===== src/hw/rtl/ihex_pkg.sv =====
// Shared types and constants for the Intel HEX record parser.
// No dependencies; used by intel_hex_record_parser_top, ihex_checker and testbench.
package ihex_pkg;

	// Width of the image index counter (one more bit holds the saturated top).
	localparam int INDEX_WIDTH = 16;

	// Record field being read.
	typedef enum logic [2:0] {
		PH_COUNT   = 3'd0,
		PH_ADDR_HI = 3'd1,
		PH_ADDR_LO = 3'd2,
		PH_TYPE    = 3'd3,
		PH_DATA    = 3'd4,
		PH_CHECK   = 3'd5
	} phase_t;

	// Result kinds.
	typedef enum logic [1:0] {
		K_DATA  = 2'd0,
		K_END   = 2'd1,
		K_ERROR = 2'd2
	} kind_t;

	localparam logic [7:0] CHAR_COLON = 8'h3A;
	localparam logic [7:0] SUM_INVERT = 8'hFF;
	localparam logic [7:0] SUM_ONE    = 8'h01;

endpackage


===== src/hw/rtl/intel_hex_record_parser_top.sv =====
// Intel HEX record parser: one ASCII character in, at most one result out.
// Depends on ihex_pkg for the phase and result kind types and constants.
//
// Usage:
//   The input channel (in_valid/in_ready) carries one character of HEX text
//   in char_code, with new_image set to restart the image index at zero
//   before that character is used. The output channel (out_valid/out_ready)
//   carries data-byte, record-end and format-error results.
//   Each character is handled in the cycle of its transfer; any result it
//   causes is shown in the output register on the next cycle, and
//   throughput is one character per cycle while the receiver does not stall.
//   The output register parts the two sides: a new character is taken in the
//   same cycle that a waiting result is taken. While the receiver stalls with
//   a result waiting, in_ready drops and the parser state holds.
//   Characters that cause no result never need the output register, but they
//   also wait while it is full.
//   Reset clears the parser to the out-of-record state, the image index to
//   zero and the output register to empty.
//   Characters outside a record other than ':' are ignored. A non-hex
//   character inside a record gives a format error; ':' there also opens a
//   new record at once.
module intel_hex_record_parser_top (
	input  logic       clk,
	input  logic       arst_n,
	input  logic       in_valid,
	output logic       in_ready,
	input  logic [7:0] char_code,
	input  logic       new_image,
	output logic       out_valid,
	input  logic       out_ready,
	output logic [1:0] kind,
	output logic [7:0] data_value,
	output logic [15:0] data_index,
	output logic [7:0] record_kind,
	output logic       checksum_ok,
	output logic       overflow
);

	localparam int IW = ihex_pkg::INDEX_WIDTH;

	// Parser state.
	logic                 in_record_q;
	ihex_pkg::phase_t     phase_q;
	logic                 digit_q;
	logic [3:0]           high_nibble_q;
	logic [7:0]           bytes_left_q;
	logic [7:0]           type_held_q;
	logic [7:0]           running_sum_q;
	logic [IW:0]          image_index_q;

	// Next state.
	logic                 in_record_d;
	ihex_pkg::phase_t     phase_d;
	logic                 digit_d;
	logic [3:0]           high_nibble_d;
	logic [7:0]           bytes_left_d;
	logic [7:0]           type_held_d;
	logic [7:0]           running_sum_d;
	logic [IW:0]          image_index_d;

	// Result of the current character.
	logic                 emit;
	ihex_pkg::kind_t      res_kind;
	logic [7:0]           res_value;
	logic [15:0]          res_index;
	logic [7:0]           res_rkind;
	logic                 res_ok;
	logic                 res_ovf;

	// Output register.
	logic                 out_valid_q;
	ihex_pkg::kind_t      kind_q;
	logic [7:0]           data_value_q;
	logic [15:0]          data_index_q;
	logic [7:0]           record_kind_q;
	logic                 checksum_ok_q;
	logic                 overflow_q;

	logic                 accept;
	logic                 is_hex;
	logic [3:0]           nib;
	logic [7:0]           byte_val;
	logic [7:0]           left_dec;
	logic [7:0]           sum_add;
	logic [7:0]           expect_sum;
	logic [IW:0]          index_cur;
	logic                 index_top;

	assign in_ready = !out_valid_q || out_ready;
	assign accept   = in_valid && in_ready;

	// Hex digit decode of the incoming character.
	always_comb begin
		is_hex = 1'b1;
		nib    = 4'd0;
		if (char_code >= 8'h30 && char_code <= 8'h39) begin
			nib = 4'(char_code - 8'h30);
		end else if (char_code >= 8'h41 && char_code <= 8'h46) begin
			nib = 4'(char_code - 8'h37);
		end else if (char_code >= 8'h61 && char_code <= 8'h66) begin
			nib = 4'(char_code - 8'h57);
		end else begin
			is_hex = 1'b0;
		end
	end

	assign byte_val   = {high_nibble_q, nib};
	assign left_dec   = bytes_left_q - 8'd1;
	assign sum_add    = running_sum_q + byte_val;
	assign expect_sum = (running_sum_q ^ ihex_pkg::SUM_INVERT) + ihex_pkg::SUM_ONE;
	assign index_cur  = new_image ? '0 : image_index_q;
	assign index_top  = index_cur[IW];

	// Next-state logic for the record parser.
	always_comb begin
		in_record_d   = in_record_q;
		phase_d       = phase_q;
		digit_d       = digit_q;
		high_nibble_d = high_nibble_q;
		bytes_left_d  = bytes_left_q;
		type_held_d   = type_held_q;
		running_sum_d = running_sum_q;
		image_index_d = index_cur;
		if (!in_record_q || !is_hex) begin
			// Outside a record, or a bad character abandoning one.
			in_record_d = 1'b0;
			if (char_code == ihex_pkg::CHAR_COLON) begin
				in_record_d   = 1'b1;
				phase_d       = ihex_pkg::PH_COUNT;
				digit_d       = 1'b0;
				high_nibble_d = 4'd0;
				bytes_left_d  = 8'd0;
				type_held_d   = 8'd0;
				running_sum_d = 8'd0;
			end
		end else if (!digit_q) begin
			high_nibble_d = nib;
			digit_d       = 1'b1;
		end else begin
			digit_d = 1'b0;
			unique case (phase_q)
				ihex_pkg::PH_COUNT: begin
					bytes_left_d  = byte_val;
					running_sum_d = byte_val;
					phase_d       = ihex_pkg::PH_ADDR_HI;
				end
				ihex_pkg::PH_ADDR_HI: begin
					running_sum_d = sum_add;
					phase_d       = ihex_pkg::PH_ADDR_LO;
				end
				ihex_pkg::PH_ADDR_LO: begin
					running_sum_d = sum_add;
					phase_d       = ihex_pkg::PH_TYPE;
				end
				ihex_pkg::PH_TYPE: begin
					type_held_d   = byte_val;
					running_sum_d = sum_add;
					phase_d       = (bytes_left_q == 8'd0) ? ihex_pkg::PH_CHECK
					                                       : ihex_pkg::PH_DATA;
				end
				ihex_pkg::PH_DATA: begin
					running_sum_d = sum_add;
					bytes_left_d  = left_dec;
					if (left_dec == 8'd0) begin
						phase_d = ihex_pkg::PH_CHECK;
					end
					// The index counts up to its top and stays there.
					if (type_held_q == 8'd0 && !index_top) begin
						image_index_d = index_cur + 1'b1;
					end
				end
				default: begin
					// Checksum byte, or a phase code that cannot occur.
					in_record_d = 1'b0;
					phase_d     = ihex_pkg::PH_COUNT;
				end
			endcase
		end
	end

	// Result logic for the current character.
	always_comb begin
		emit      = 1'b0;
		res_kind  = ihex_pkg::K_DATA;
		res_value = 8'd0;
		res_index = 16'd0;
		res_rkind = 8'd0;
		res_ok    = 1'b0;
		res_ovf   = 1'b0;
		if (in_record_q) begin
			if (!is_hex) begin
				emit      = 1'b1;
				res_kind  = ihex_pkg::K_ERROR;
				res_rkind = type_held_q;
			end else if (digit_q) begin
				unique case (phase_q) inside
					ihex_pkg::PH_COUNT, ihex_pkg::PH_ADDR_HI,
					ihex_pkg::PH_ADDR_LO, ihex_pkg::PH_TYPE: begin
						emit = 1'b0;
					end
					ihex_pkg::PH_DATA: begin
						if (type_held_q == 8'd0) begin
							emit      = 1'b1;
							res_value = byte_val;
							res_ovf   = index_top;
							res_index = index_top ? 16'({IW{1'b1}}) : 16'(index_cur);
						end
					end
					ihex_pkg::PH_CHECK: begin
						emit      = 1'b1;
						res_kind  = ihex_pkg::K_END;
						res_rkind = type_held_q;
						res_ok    = (type_held_q != 8'd0) || (expect_sum == byte_val);
					end
					default: begin
						emit      = 1'b1;
						res_kind  = ihex_pkg::K_ERROR;
						res_rkind = type_held_q;
					end
				endcase
			end
		end
	end

	// Parser state registers, updated on each input transfer.
	always_ff @(posedge clk or negedge arst_n) begin
		if (!arst_n) begin
			in_record_q   <= 1'b0;
			phase_q       <= ihex_pkg::PH_COUNT;
			digit_q       <= 1'b0;
			high_nibble_q <= 4'd0;
			bytes_left_q  <= 8'd0;
			type_held_q   <= 8'd0;
			running_sum_q <= 8'd0;
			image_index_q <= '0;
		end else if (accept) begin
			in_record_q   <= in_record_d;
			phase_q       <= phase_d;
			digit_q       <= digit_d;
			high_nibble_q <= high_nibble_d;
			bytes_left_q  <= bytes_left_d;
			type_held_q   <= type_held_d;
			running_sum_q <= running_sum_d;
			image_index_q <= image_index_d;
		end
	end

	// Output valid: set by a result, cleared when the result is transferred.
	always_ff @(posedge clk or negedge arst_n) begin
		if (!arst_n) begin
			out_valid_q <= 1'b0;
		end else if (accept && emit) begin
			out_valid_q <= 1'b1;
		end else if (out_ready) begin
			out_valid_q <= 1'b0;
		end
	end

	// Output payload register.
	always_ff @(posedge clk) begin
		if (accept && emit) begin
			kind_q        <= res_kind;
			data_value_q  <= res_value;
			data_index_q  <= res_index;
			record_kind_q <= res_rkind;
			checksum_ok_q <= res_ok;
			overflow_q    <= res_ovf;
		end
	end

	assign out_valid   = out_valid_q;
	assign kind        = kind_q;
	assign data_value  = data_value_q;
	assign data_index  = data_index_q;
	assign record_kind = record_kind_q;
	assign checksum_ok = checksum_ok_q;
	assign overflow    = overflow_q;

endmodule


===== config.mk =====
export PLATFORM = sky130hd
export DESIGN_NAME = intel_hex_record_parser_top
export DESIGN_NICKNAME = d
export VERILOG_FILES = /design/src/hw/rtl/ihex_pkg.sv /design/src/hw/rtl/intel_hex_record_parser_top.sv
export SDC_FILE = /design/constraint.sdc
export NUM_CORES = 1
export LEC_CHECK = 0
export BUFFER_PORTS_ARGS = -buffer_cell sky130_fd_sc_hd__buf_4
export CAP_MARGIN = 10
export CORE_ASPECT_RATIO = 1.75
export CORE_MARGIN = 4
export CORE_UTILIZATION = 35
export CTS_CLUSTER_SIZE = 8
export DETAILED_ROUTE_END_ITERATION = 6
export SLEW_MARGIN = 20
export SYNTH_ARGS = -nofsm -noshare
export SYNTH_HDL_FRONTEND = slang
export SYNTH_SLANG_ARGS = --single-unit

===== constraint.sdc =====
create_clock -name clk -period 3.88 [get_ports clk]
set_input_delay 0.194 -clock clk [delete_from_list [all_inputs] [get_ports clk]]
set_output_delay 0.194 -clock clk [all_outputs]
set_load 0.005 [all_outputs]

; Word-level counts from Yosys, hierarchy flattened
; Cells that the tools add are included.
[word_totals]
register_bits = 87
inputBits = 13
output_inout_bits = 38
wordCells = 128
[classes]
n_addsub = 7
order_cmp = 6
n_eq_ne = 11
muxes = 51
n_bitwise = 1
reduce_logical = 36
[op_table]
columns = cell, count
row1 = 8-bit 2-to-1 mux, 11
row2 = 17-bit 2-to-1 mux, 5
row3 = 8-bit case mux with 2 select lines, 2
row4 = 8-bit zero test, 3
row5 = 4-bit 2-to-1 mux, 6
row6 = 4-bit AND reduction, 5
row7 = 17-bit by 1-bit adder with 17-bit output (second input constant), 1
row8 = 1-bit 2-to-1 mux, 17
row9 = 8-bit by 7-bit greater-or-equal comparator with 1-bit output (second input constant), 2
row10 = 8-bit by 7-bit less-or-equal comparator with 1-bit output (second input constant), 2
row11 = 16-bit 2-to-1 mux, 1
row12 = 3-bit case mux with 5 select lines, 1
row13 = 3-bit 2-to-1 mux, 4
row14 = 3-bit AND reduction, 3
row15 = 8-bit by 1-bit adder with 8-bit output (second input constant), 1
row16 = 8-bit adder, 1
row17 = 8-bit by 6-bit == test with 1-bit output (second input constant), 1
row18 = 8-bit == test, 1
row19 = 8-bit by 6-bit greater-or-equal comparator with 1-bit output (second input constant), 1
row20 = 8-bit by 6-bit less-or-equal comparator with 1-bit output (second input constant), 1
row21 = 8-bit inverter, 1
row22 = 8-bit nonzero test, 1
row23 = 4-bit OR reduction, 2
row24 = 4-bit by 3-bit subtractor with 4-bit output (second input constant), 2
row25 = other kinds (19), 37

; Depth between registers and ports, before layout
; Gate-level depths: netlist of run 1.
[depth]
ltp_word = 9
ltp_mapped = 14
mapped_depth_nobuf = 14

; Worst setup path after synthesis of run 1
; No wires, ideal clock.
[synth_path]
path_type = in2reg
start = in char_code[3]
end = reg running_sum_q[6]
setup_ns = 0.121
t_arrival_ns = 3.174
required_time_ns = 3.759
slack_ns = 0.585
path_stages = 12
n_path_buf = 1
path_cell_list = buf_6 -> or4b_4 -> a211oi_1 -> nor2_1 -> nor2_1 -> ha_1 -> nor2b_1 -> o21a_1 -> o21a_1 -> o2111a_1 -> or3b_2 -> a22o_1
[synth_between]
elab_chain_len = 9
word_cells_on_any_way = 29
classes_between = add/sub: 4 / order compare: 6 / eq/ne: 2 / mux: 9 / reduce/logical: 8
[synth_rtl]
columns = item, line_no
row1 = start: declaration, intel_hex_record_parser_top.sv:27  ; input logic [7:0] char_code,
row2 = 8-bit by 7-bit greater-or-equal comparator with 1-bit output or 8-bit by 7-bit less-or-equal comparator with 1-bit output (tied branches), intel_hex_record_parser_top.sv:100  ; end else if (char_code >= 8'h61 && char_code <= 8'h66) begin
row3 = 1-bit logical AND, intel_hex_record_parser_top.sv:100
row4 = 4-bit 2-to-1 mux, intel_hex_record_parser_top.sv:100
row5 = 4-bit 2-to-1 mux, intel_hex_record_parser_top.sv:98  ; end else if (char_code >= 8'h41 && char_code <= 8'h46) begin
row6 = 4-bit 2-to-1 mux *, intel_hex_record_parser_top.sv:96  ; if (char_code >= 8'h30 && char_code <= 8'h39) begin
row7 = named net nib[2], intel_hex_record_parser_top.sv:81  ; logic [3:0] nib;
row8 = 8-bit adder *, intel_hex_record_parser_top.sv:109  ; assign sum_add = running_sum_q + byte_val;
row9 = 8-bit case mux with 2 select lines *, intel_hex_record_parser_top.sv:141  ; unique case (phase_q)
row10 = 8-bit 2-to-1 mux *, intel_hex_record_parser_top.sv:136  ; end else if (!digit_q) begin
row11 = 8-bit 2-to-1 mux *, intel_hex_record_parser_top.sv:124  ; if (!in_record_q || !is_hex) begin
row12 = end signal: assignment, intel_hex_record_parser_top.sv:243  ; running_sum_q <= running_sum_d;
row13 = end: declaration, intel_hex_record_parser_top.sv:48  ; logic [7:0] running_sum_q;
; The timed path passes the listed nets; every way through them passes the cells marked *. The select of a mux whose other input is x is not followed.
; A chain may end at the register's enable or synchronous reset.

; Final worst setup path of run 1
[layout_path]
start = in char_code[7]
end = reg running_sum_q[6]
; The elaborated chain is that of the path after synthesis.

==> summary.md, run 1 <==
| Metric | Value |
|---|---|
| Outcome | finished clean |
| Vias | 4277 |
| Final #Nets | 618 |
| H-tree levels | 3 |
| Cell Chain, Critical Path | buf_4 -> or4b_4 -> a211oi_1 -> a22o_1 -> inv_1 -> fa_1 -> nor2b_1 -> o21a_1 -> o21a_1 -> nor3_1 -> or3b_2 -> a22o_1 |
| Top_reg_cell synth | dfrtp_1 |
| Count of input and output buffers | 50 |
| P_leak | 2.341 nW |
| Data arrival, critical path | 3430 ps |
| Worst VDD drop | 264.6 uV |
| Yosys warning total | 0 |
| Rel. slew slack | 0.5162 |
| Max Clk Rate | 0.3115 GHz |
| Global-route wire length before repair | approximately 22 mm |
| Final Skew | 8.980 ps |
| Detail Route Antenna Nets | 0 |
| Routability Congestion | 0.8545 |
| Wire per inst | ~17 um |
| Seq cells post-synth | 87 |
| Setup Crit Path Kind | input port to register |
| Initial core utilization | 0.3593 |
| Aggregate global routing overflow | 0 |
| Vias in the first global route | between 4000 and 5000 |
| Top-count cell post-synth | nor2_1 |
| CTS clk-pin slew, worst paths | 70 ps |
| Filler Cell Count | about 1400 |
| Die ar. | about 16000 um^2 |
| Total wire length | 13.31 mm |
| Placed inst area | 5595 um^2 |
| Layout cells sized above 1 | 0.1431 |
| Cell Pwr Density | 330.7 nW/um^2 |
| Synth Cell Area | 5022 um^2 |
| CTS Root Cell | clkbuf_16 |
| Antenna violations before repair | 0 |
| CTS sink count | 87 |
| Post-synthesis cell count | about 540 |
| Mux share of post-synthesis cell area | 0.02018 |
| Slew Limit Fails | 0 |
| EDFF count, synth | 36 |
| Seq/Total Area, Yosys | 0.4694 |
| Setup_tns | 0 ps |
| Crit-path max cell delay | 550 ps |
| XOR/XNOR share of the synthesized area | 0.02441 |
| Largest family of logic cells by synthesized area | simple AND/OR/NAND/NOR gates |
| Synth Area in Simple Gates | 0.2265 |
| Area contributors post-synth | dfrtp_1, edfxtp_1, nor2_1 |
| Sequential Area | about 2400 um^2 |
| Synth cell count leaders | nor2_1, nand2_1, dfrtp_1 |
| Mean Syn Cell Area | 9.318 um^2 |
| Die Wd | about 99 um |
| Final hold viol count | 0 |
| TritonCTS clock tree | built |
| Worst-path fanout max | 5 |
| DP HPWL | 9.979 mm |
| CORE AREA | 13980 um^2 |
| Detailed Routing Iterations Pass 1 | 5 |
| Async S/R FF share, synth | 0.5862 |
| Crit. End Element | register |
| Final hold slack | about 200 ps |
| Layout area overhead | 17.66% |
| CP required | about 4100 ps |
| CTS Buf Count | 9 |
| Starting DRT DRC Count | 182 |
| Hold Path Class | input port to register |
| Final instance area | 5909 um^2 |
| Worst-Margin Slew | about 730 ps |
| Vias/cell | 5.547 |
| Post-synthesis compound-gate area fraction | 0.1806 |
| IO Pins | between 50 and 60 |
| Clk_lat worst skew | 330 ps |
| Biggest area consumer among synthesized cells | dfrtp_1 |
| Crit path launch type | input port |
| FP Rows | 57 |
| Overall fraction of global-route tracks in use | 0.1634 |
| CTS Buffer Depth | 2 |
| Largest net degree at the start of global routing | 52 |
| Unrepaired setup endpoints after global routing | no |
| Share of synthesized cell area in full adder, half adder and majority cells | 0.04136 |
| Final setup vio count | 0 |
| Share of the synthesized area in the top cell type | 0.2541 |
| Diodes inserted | 0 |
| Netlist cell types | 63 |
| Post-route DRC | 0 |
| Die Ht | approximately 170 um |
| Multi-input gate area | around 2500 um^2 |
| Fin crit share | 0.8274 |
| Max-Cap Viols | 0 |
| Post-layout min period | between 3000 and 4000 ps |
| Synth Net Count | between 500 and 600 |
| CP max-delay cell | or4b_4 |
==> where the power goes <==
part | internal [mW] | switching (mW)
Combinational | 0.0441 | 0.0795
Clock | 0.499 | 0.361
Sequential | 0.960 | 0.0107
Total | 1.50 | 0.451
==> cells by family (layout without fill, tap and decap cells) <==
logic type | count (synthesis) | in the layout
compound gates | 136 | 136
flops | 87 | 87
xor+xnor | 14 | 14
simple gates | 231 | 231
buf+inv | 45 | 100
fa+ha+maj | 16 | 16
mux | 10 | 10
==> cell usage in the layout (no fill, tap or decap), types with 8 or more instances in the layout <==
cell type	netlist	layout
a21o_1	8	8
a21oi_1	25	25
and2_1	15	15
buf_4	0	60
clkbuf_16	0	9
dfrtp_1	51	51
edfxtp_1	36	36
ha_1	15	15
inv_1	22	22
mux2i_1	9	9
nand2_1	59	59
nor2_1	65	65
nor2b_1	8	8
nor3_1	24	24
nor4_1	12	12
o21ai_0	42	42
xnor2_1	11	11
==> layer usage <==
metal	vias up	share of wire	GRT usage
met2	108	0.56	0.3189
met3	38	0.029	0.01925
met1	2079	0.36	0.1620
li1	2052	-	-
met4	0	0.049	0.08918
met5	-	0	0
==> state kept, by name, summed over array words and instances, names as in the netlist <==
signal / flops
out_valid: 1
type_held_q: 8
overflow: 1
digit_q: 1
data_index: 16
high_nibble_q: 4
running_sum_q: 8
image_index_q: 17
checksum_ok: 1
record_kind: 8
data_value: 8
phase_q: 3
kind: 2
bytes_left_q: 8
in_record_q: 1
==> stage by stage <==
stage / worst slack, ps / util / std cells / power [mW]
floorplan: 584.6 / - / 539 / 1.062
global placement: 443.4 / 0.3997 / 753 / 1.107
detailed placement: 376.6 / 0.4003 / 753 / 1.111
CTS: 703.6 / 0.4222 / 770 / 1.977
global route: 422.5 / 0.4228 / 771 / 2.019
finish: 669.8 / 0.4228 / 771 / 1.954
==> path summary, 6_finish.rpt <==
check | endpoint | from | cells past startpoint | slack, ps
worst max-delay path | running_sum_q[6] | char_code[7] | 12 | 670
worst min-delay path | out_valid | out_ready | 3 | 200
worst max register to register | record_kind[3] | type_held_q[6] | 7 | 1140
worst min register to register | type_held_q[5] | type_held_q[5] | 2 | 510
max in group asynchronous | bytes_left_q[7] | arst_n | 2 | 2930
min in group asynchronous | running_sum_q[4] | arst_n | 2 | 440
==> worst max-delay path: cells and delay by family <==
family / cells / cell delay [ps]
AND/OR/NAND/NOR: 4 / 1210
adder cells (fa/ha/maj): 1 / 420
AO/OA/AOI/OAI: 5 / 1360
buffers and inverters: 2 / 250
==> repair_timing <==
item	in CTS	in global routing
buffers inserted	0	0
hold buffers	1	0
endpoints found under the hold margin	51	0
gates resized for setup	0	0
==> area by class of cell <==
type                            count  share of cell area
Clock buffer                        9             0.03811
Clock inverter                      7             0.01207
Inverter                           22             0.01397
Multi-Input combinational cell    407              0.4203
Sequential cell                    87              0.3989
Tap cell                          177             0.03748
Timing Repair Buffer               62             0.07919
(Power assumes the default switching activity.)
==> run 2, diff against run 1 <==
- clock period: 3.88 -> 2.67 ns (I/O delays scaled with it)
==> run 2 against run 1 <==
Effect of this change:
- sequential share of layout area down 2.6 points
- register-to-register slack worse by 920 ps
- die area unchanged
- largest power group unchanged
- combinational power up 74%
- design area up 7.0%
==> summary.md, run 2 (synthesis gave the netlist of run 1 again) <==
| Metric | Value |
|---|---|
| Layout area overhead | 25.91% (was 17.66%) |
| Global-route wire length before repair | 22.80 mm (was 21.53 mm) |
| Diodes inserted | 0 (unchanged) |
| Final hold viol count | 0 (unchanged) |
| CTS clk-pin slew, worst paths | 70 ps (about the same) |
| Routability Congestion | 0.8933 (was 0.8545) |
| Hold Path Class | input port to register (unchanged) |
| FP Rows | 57 (unchanged) |
| Worst-path fanout max | 3 (was 5) |
| Vias | 4404 (was 4277) |
| Total power | 2.922 mW (was 1.954 mW) |
| Rel. slew slack | 0.3182 (was 0.5162) |
| CTS sink count | 87 (unchanged) |
| Layout cells sized above 1 | 0.2236 (was 0.1431) |
| CP max-delay cell | or4b_4 (unchanged) |
| Antenna violations before repair | 0 (unchanged) |
| CORE AREA | 13980 um^2 (unchanged) |
| CP required | 2900 ps (was 4100 ps) |
| Detail Route Antenna Nets | 0 (unchanged) |
| Worst VDD drop | 280.9 uV (was 264.6 uV) |
| Unrepaired setup endpoints after global routing | yes (was no) |
| Data arrival, critical path | 2890 ps (was 3430 ps) |
| Die Wd | 98.55 um (unchanged) |
| CTS Root Cell | clkbuf_16 (unchanged) |
| Crit-path max cell delay | 560 ps (was 550 ps) |
| Wire per inst | 17.00 um (was 17.26 um) |
| Vias in the first global route | 4488 (was 4300) |
| P_leak | 2.558 nW (was 2.341 nW) |
| CTS Buffer Depth | 2 (unchanged) |
| Detailed Routing Iterations Pass 1 | 5 (unchanged) |
| Most frequent cells in the layout | buf_4, nor2_1, nand2_1 (was nor2_1, buf_4, nand2_1) |
| Cell Chain, Critical Path | buf_6 -> or4b_4 -> a211oi_4 -> a22o_1 -> inv_2 -> fa_2 -> nor2b_4 -> o21a_1 -> o21a_1 -> nor3_2 -> or3b_4 -> a22o_1 (was buf_4 -> or4b_4 -> a211oi_1 -> a22o_1 -> inv_1 -> fa_1 -> nor2b_1 -> o21a_1 -> o21a_1 -> nor3_1 -> or3b_2 -> a22o_1) |
| Most flops, register | image_index_q (unchanged) |
| Aggregate global routing overflow | 0 (unchanged) |
| Filler Cell Count | 1342 (was 1373) |
| DP HPWL | 10.53 mm (was 9.979 mm) |
| Worst Reg-to-Reg Cells | 9 (was 7) |
| Setup Crit Path Kind | input port to register (unchanged) |
| Starting DRT DRC Count | 193 (was 182) |
| Final setup vio count | 0 (unchanged) |
| Vias/cell | 5.424 (was 5.547) |
| Largest net degree at the start of global routing | 52 (unchanged) |
| Flip-flop count of the largest register after layout | 17 (unchanged) |
| Overall fraction of global-route tracks in use | 0.1737 (was 0.1634) |
| Final #Nets | 659 (was 618) |
| IO Pins | 51 (unchanged) |
| Post-layout min period | 2656 ps |
| Max Clk Rate | 0.3766 GHz |
| Final hold slack | 116.1 ps (was 201.0 ps) |
| TritonCTS clock tree | built (unchanged) |
| Max-Cap Viols | 0 (unchanged) |
| Utilization after layout | 0.4524 (was 0.4228) |
| Crit. End Element | register (unchanged) |
| Initial core utilization | 0.3593 (unchanged) |
| Commonest non-fill, non-tap cell in the layout | buf_4 (was nor2_1) |
| Cell Pwr Density | 462.1 nW/um^2 (was 330.7 nW/um^2) |
| Fin crit share | 0.9946 |
| Crit path launch type | input port (unchanged) |
| Post-route DRC | 0 (unchanged) |
| Die ar. | 16410 um^2 (unchanged) |
| Clk_lat worst skew | 350 ps (was 330 ps) |
| Outcome | finished clean (unchanged) |
| Hold Crit Depth | 3 (unchanged) |
| Final Skew | 9.093 ps (was 8.980 ps) |
| Worst-Margin Slew | 1023 ps (was 725.6 ps) |
| Die Ht | 166.5 um (unchanged) |
| Count of input and output buffers | 50 (unchanged) |
| CTS Buf Count | 9 (unchanged) |
| Total wire length | 13.80 mm (was 13.31 mm) |
| H-tree levels | 3 (unchanged) |
| Slew Limit Fails | 0 (unchanged) |
run 2: changes by cell type in the layout (fill, tap and decap cells not counted), sizes merged:
cell	change
clkinv	-2
buf	+42
inv	+2
clkbuf	-1
run 2: critical path, delay by kind of cell:
family	cells	cell delay, ps
compound gates	5	1110
fa+ha+maj	1	380
buf+inv	2	160
simple gates	4	1090
run 2: what timing repair did:
action,CTS,global route
setup buffers,0,3
hold buffers,1,0
hold endpoints to repair,51,0
endpoints found under the setup margin,0,2
gates resized for setup,0,7
run 2: worst paths after layout:
path / startpoint / endpoint / slack (ps)
hold reg to reg: type_held_q[4] / type_held_q[4] / 510
min in group asynchronous: arst_n / running_sum_q[2] / 370
max in group asynchronous: arst_n / running_sum_q[5] / 1820
hold / removal: out_ready / out_valid / 120
setup / recovery: char_code[4] / running_sum_q[6] / 10
setup reg to reg: bytes_left_q[1] / phase_q[2] / 220
run 2: final cells by class:
type                            instances  area (um^2)  share of cell area
Multi-Input combinational cell        407         2562              0.4052
Sequential cell                        87         2357              0.3728
Timing Repair Buffer                  103        795.8              0.1258
Clock buffer                            9        225.2             0.03562
Tap cell                              177        221.5             0.03502
Inverter                               22        82.58             0.01306
Clock inverter                          7        78.83             0.01247
run 2: per-stage QoR:
stage               cell area (um^2)  TNS, ps  setup slack, ps  std cells
floorplan                       5085   -292.7           -238.1        539
global placement                5952   -559.5           -282.0        792
detailed placement              5952   -666.6           -345.5        792
CTS                             6266        0            18.16        809
global route                    6324   -104.2           -75.77        812
finish                          6324        0            14.33        812
run 2: layer usage:
layer	global-route usage	wire length (um)	vias up
li1	-	-	2155
met1	0.1701	4941	2147
met2	0.3436	8115	86
met3	0.02470	447	16
met4	0.08442	295	0
met5	0	0	-
run 2: report_power, final:
group / total (mW) / switching, mW / internal, mW
sequential: 1.41 / 0.0116 / 1.39
combinational: 0.216 / 0.129 / 0.0869
clock: 1.30 / 0.563 / 0.737
total: 2.92 / 0.704 / 2.22
==> run 3, diff against run 2 <==
- CORE_UTILIZATION: 35 -> 50
- PLACE_DENSITY: not set -> 0.72
==> run 3 against run 2 <==
Effect of this change:
- sequential cell count stayed put
- clock skew is 2.6 ps lower
- sequential share of layout area rose by 0.65 points
- design area fell by 1.7%
- sequential power is essentially flat
- utilization grew 18 points
- die area decreased by 28%
- critical path depth unchanged
==> summary.md, run 3 (synthesis gave the netlist of run 1 again) <==
| Metric | Value |
|---|---|
| Outcome | finished clean (unchanged) |
| Clk_lat worst skew | 340 ps (was 350 ps) |
| Worst-Margin Slew | 699.2 ps (was 1023 ps) |
| Most flops, register | image_index_q (unchanged) |
| Initial core utilization | 0.5099 (was 0.3593) |
| Commonest non-fill, non-tap cell in the layout | buf_4 (unchanged) |
| Sw Pwr | 686.8 uW (was 703.9 uW) |
| CTS Buf Count | 9 (unchanged) |
| Max-Cap Viols | 0 (unchanged) |
| Crit. End Element | register (unchanged) |
| Slew Limit Fails | 0 (unchanged) |
| Detailed Routing Iterations Pass 1 | 5 (unchanged) |
| Antenna violations before repair | 0 (unchanged) |
| Comb pwr share | 0.072 (was 0.074) |
| Rel. slew slack | 0.5339 (was 0.3182) |
| Vias | 4497 (was 4404) |
| Most frequent cells in the layout | buf_4, nor2_1, nand2_1 (unchanged) |
| CTS Buffer Depth | 2 (unchanged) |
| CTS Root Cell | clkbuf_16 (unchanged) |
| Aggregate global routing overflow | 0 (unchanged) |
| Die Wd | 83.76 um (was 98.55 um) |
| Layout cells sized above 1 | 0.2180 (was 0.2236) |
| Layout area overhead | 23.74% (was 25.91%) |
| Final setup vio count | 0 (unchanged) |
| Final #Nets | 657 (was 659) |
| Worst Reg-to-Reg Cells | 9 (unchanged) |
| Sequential share of power | 0.485 (was 0.481) |
| Total wire length | 13.28 mm (was 13.80 mm) |
| Cell-internal power | 2.214 mW (was 2.218 mW) |
| Final instance area | 6215 um^2 (was 6324 um^2) |
| Crit path launch type | input port (unchanged) |
| Hold endpoint | out_valid (unchanged) |
| Placed Instances | 741 (was 792) |
| Clock share of power | 0.443 (was 0.445) |
| Flip-flop count of the largest register after layout | 17 (unchanged) |
| Placed inst area | 5894 um^2 (was 5952 um^2) |
| Post-layout min period | 2648 ps (was 2656 ps) |
| Starting DRT DRC Count | 277 (was 193) |
| R2R setup slack | 220 ps (about the same) |
| Count of input and output buffers | 50 (unchanged) |
| HP Start | out_ready (unchanged) |
| Routability Congestion | 0.9649 (was 0.8933) |
| Sw frac | 0.2368 (was 0.2409) |
| Worst VDD drop | 321.6 uV (was 280.9 uV) |
| IO Pins | 51 (unchanged) |
| CP required | 2900 ps (about the same) |
| Hold Crit Depth | 3 (unchanged) |
| DP HPWL | 10.04 mm (was 10.53 mm) |
| CTS clk-pin slew, worst paths | 60 ps (was 70 ps) |
| Final hold viol count | 0 (unchanged) |
| Overall fraction of global-route tracks in use | 0.2297 (was 0.1737) |
| FP Rows | 48 (was 57) |
| TritonCTS clock tree | built (unchanged) |
| Diodes inserted | 0 (unchanged) |
| Die ar. | 11780 um^2 (was 16410 um^2) |
| Wire per inst | 17.53 um (was 17.00 um) |
| CORE AREA | 9849 um^2 (was 13980 um^2) |
| Die Ht | 140.6 um (was 166.5 um) |
| Cell Pwr Density | 466.7 nW/um^2 (was 462.1 nW/um^2) |
| Vias in the first global route | 4437 (was 4488) |
| Largest net degree at the start of global routing | 52 (unchanged) |
| Data arrival, critical path | 2880 ps (was 2890 ps) |
| RR Endpoint | phase_q[2] (unchanged) |
| Setup Crit Path Kind | input port to register (unchanged) |
| H-tree levels | 3 (unchanged) |
| Worst-path fanout max | 3 (unchanged) |
| Detail Route Antenna Nets | 0 (unchanged) |
| Unrepaired setup endpoints after global routing | yes (unchanged) |
| Setup bufs post-CTS | 0 (unchanged) |
| Fin crit share | 0.9918 (was 0.9946) |
| CTS sink count | 87 (unchanged) |
| Fin cells | 758 (was 812) |
| Worst r2r src | bytes_left_q[1] (unchanged) |
| Max Clk Rate | 0.3776 GHz (was 0.3766 GHz) |
| Vias/cell | 5.933 (was 5.424) |
| Hold Path Class | input port to register (unchanged) |
| P_leak | 2.550 nW (was 2.558 nW) |
| Post-route DRC | 0 (unchanged) |
| Global-route wire length before repair | 21.43 mm (was 22.80 mm) |
| Final Skew | 6.542 ps (was 9.093 ps) |
[run 3: cell type report]
class | count | area [um^2]
Fill cell | 827 | 3635
Timing Repair Buffer | 101 | 773.2
Inverter | 22 | 82.58
Sequential cell | 87 | 2357
Clock inverter | 7 | 80.08
Tap cell | 125 | 156.4
Clock buffer | 9 | 225.2
Multi-Input combinational cell | 407 | 2540
[run 3: power by group through the flow]
stage | clock network (mW) | logic, mW | registers (mW)
after global routing | 1.37 | 0.231 | 1.41
after global placement | 0 | 0.202 | 1.43
after detailed placement | 0 | 0.206 | 1.43
after floorplan | 0 | 0.123 | 1.43
after CTS | 1.31 | 0.210 | 1.40
final | 1.29 | 0.210 | 1.41
[run 3: what timing repair did]
item                                   4_1_cts  5_1_grt
resized for setup                            0        2
setup endpoints to repair                    0        2
hold buffers                                 1        0
endpoints found under the hold margin       51        0
[run 3: per-layer routing]
| layer | up-vias | track usage | wire length [um] |
|---|---|---|---|
| met5 | - | 0 | 0 |
| met4 | 0 | 0.1390 | 724 |
| met3 | 64 | 0.04152 | 593 |
| met2 | 141 | 0.4259 | 7301 |
| met1 | 2147 | 0.2351 | 4665 |
| li1 | 2145 | - | - |
[run 3: worst max path at each step]
stage | startpoint | end | slack (ps) | depth (start not counted)
finish | char_code[7] | running_sum_q[6] | 20 | 12
global route | char_code[7] | running_sum_q[6] | -60 | 12
CTS | char_code[7] | running_sum_q[6] | 20 | 12
detailed placement | char_code[7] | running_sum_q[6] | -340 | 12
global placement | char_code[7] | running_sum_q[6] | -270 | 13
floorplan | char_code[7] | running_sum_q[6] | -240 | 12
[run 3: worst max-delay path, stage by stage]
cell and delay [ps]:
buf_4 110, or4b_4 560, a211oi_4 280, a22o_1 260, inv_2 60, fa_2 380
nor2b_4 120, o21a_1 140, o21a_1 160, nor3_1 70, or3b_4 380, a22o_1 200
[run 3: stage by stage]
step	hold WS (ps)	TNS (ps)	setup WS [ps]	power, mW	util
global route	151.4	-56.01	-56.01	3.005	0.6310
floorplan	-162.1	-292.7	-238.1	1.550	-
finish	152.0	0	21.92	2.901	0.6310
detailed placement	225.2	-583.1	-337.5	1.638	0.5985
global placement	221.5	-435.6	-268.9	1.633	0.5985
CTS	146.8	0	20.75	2.921	0.6305
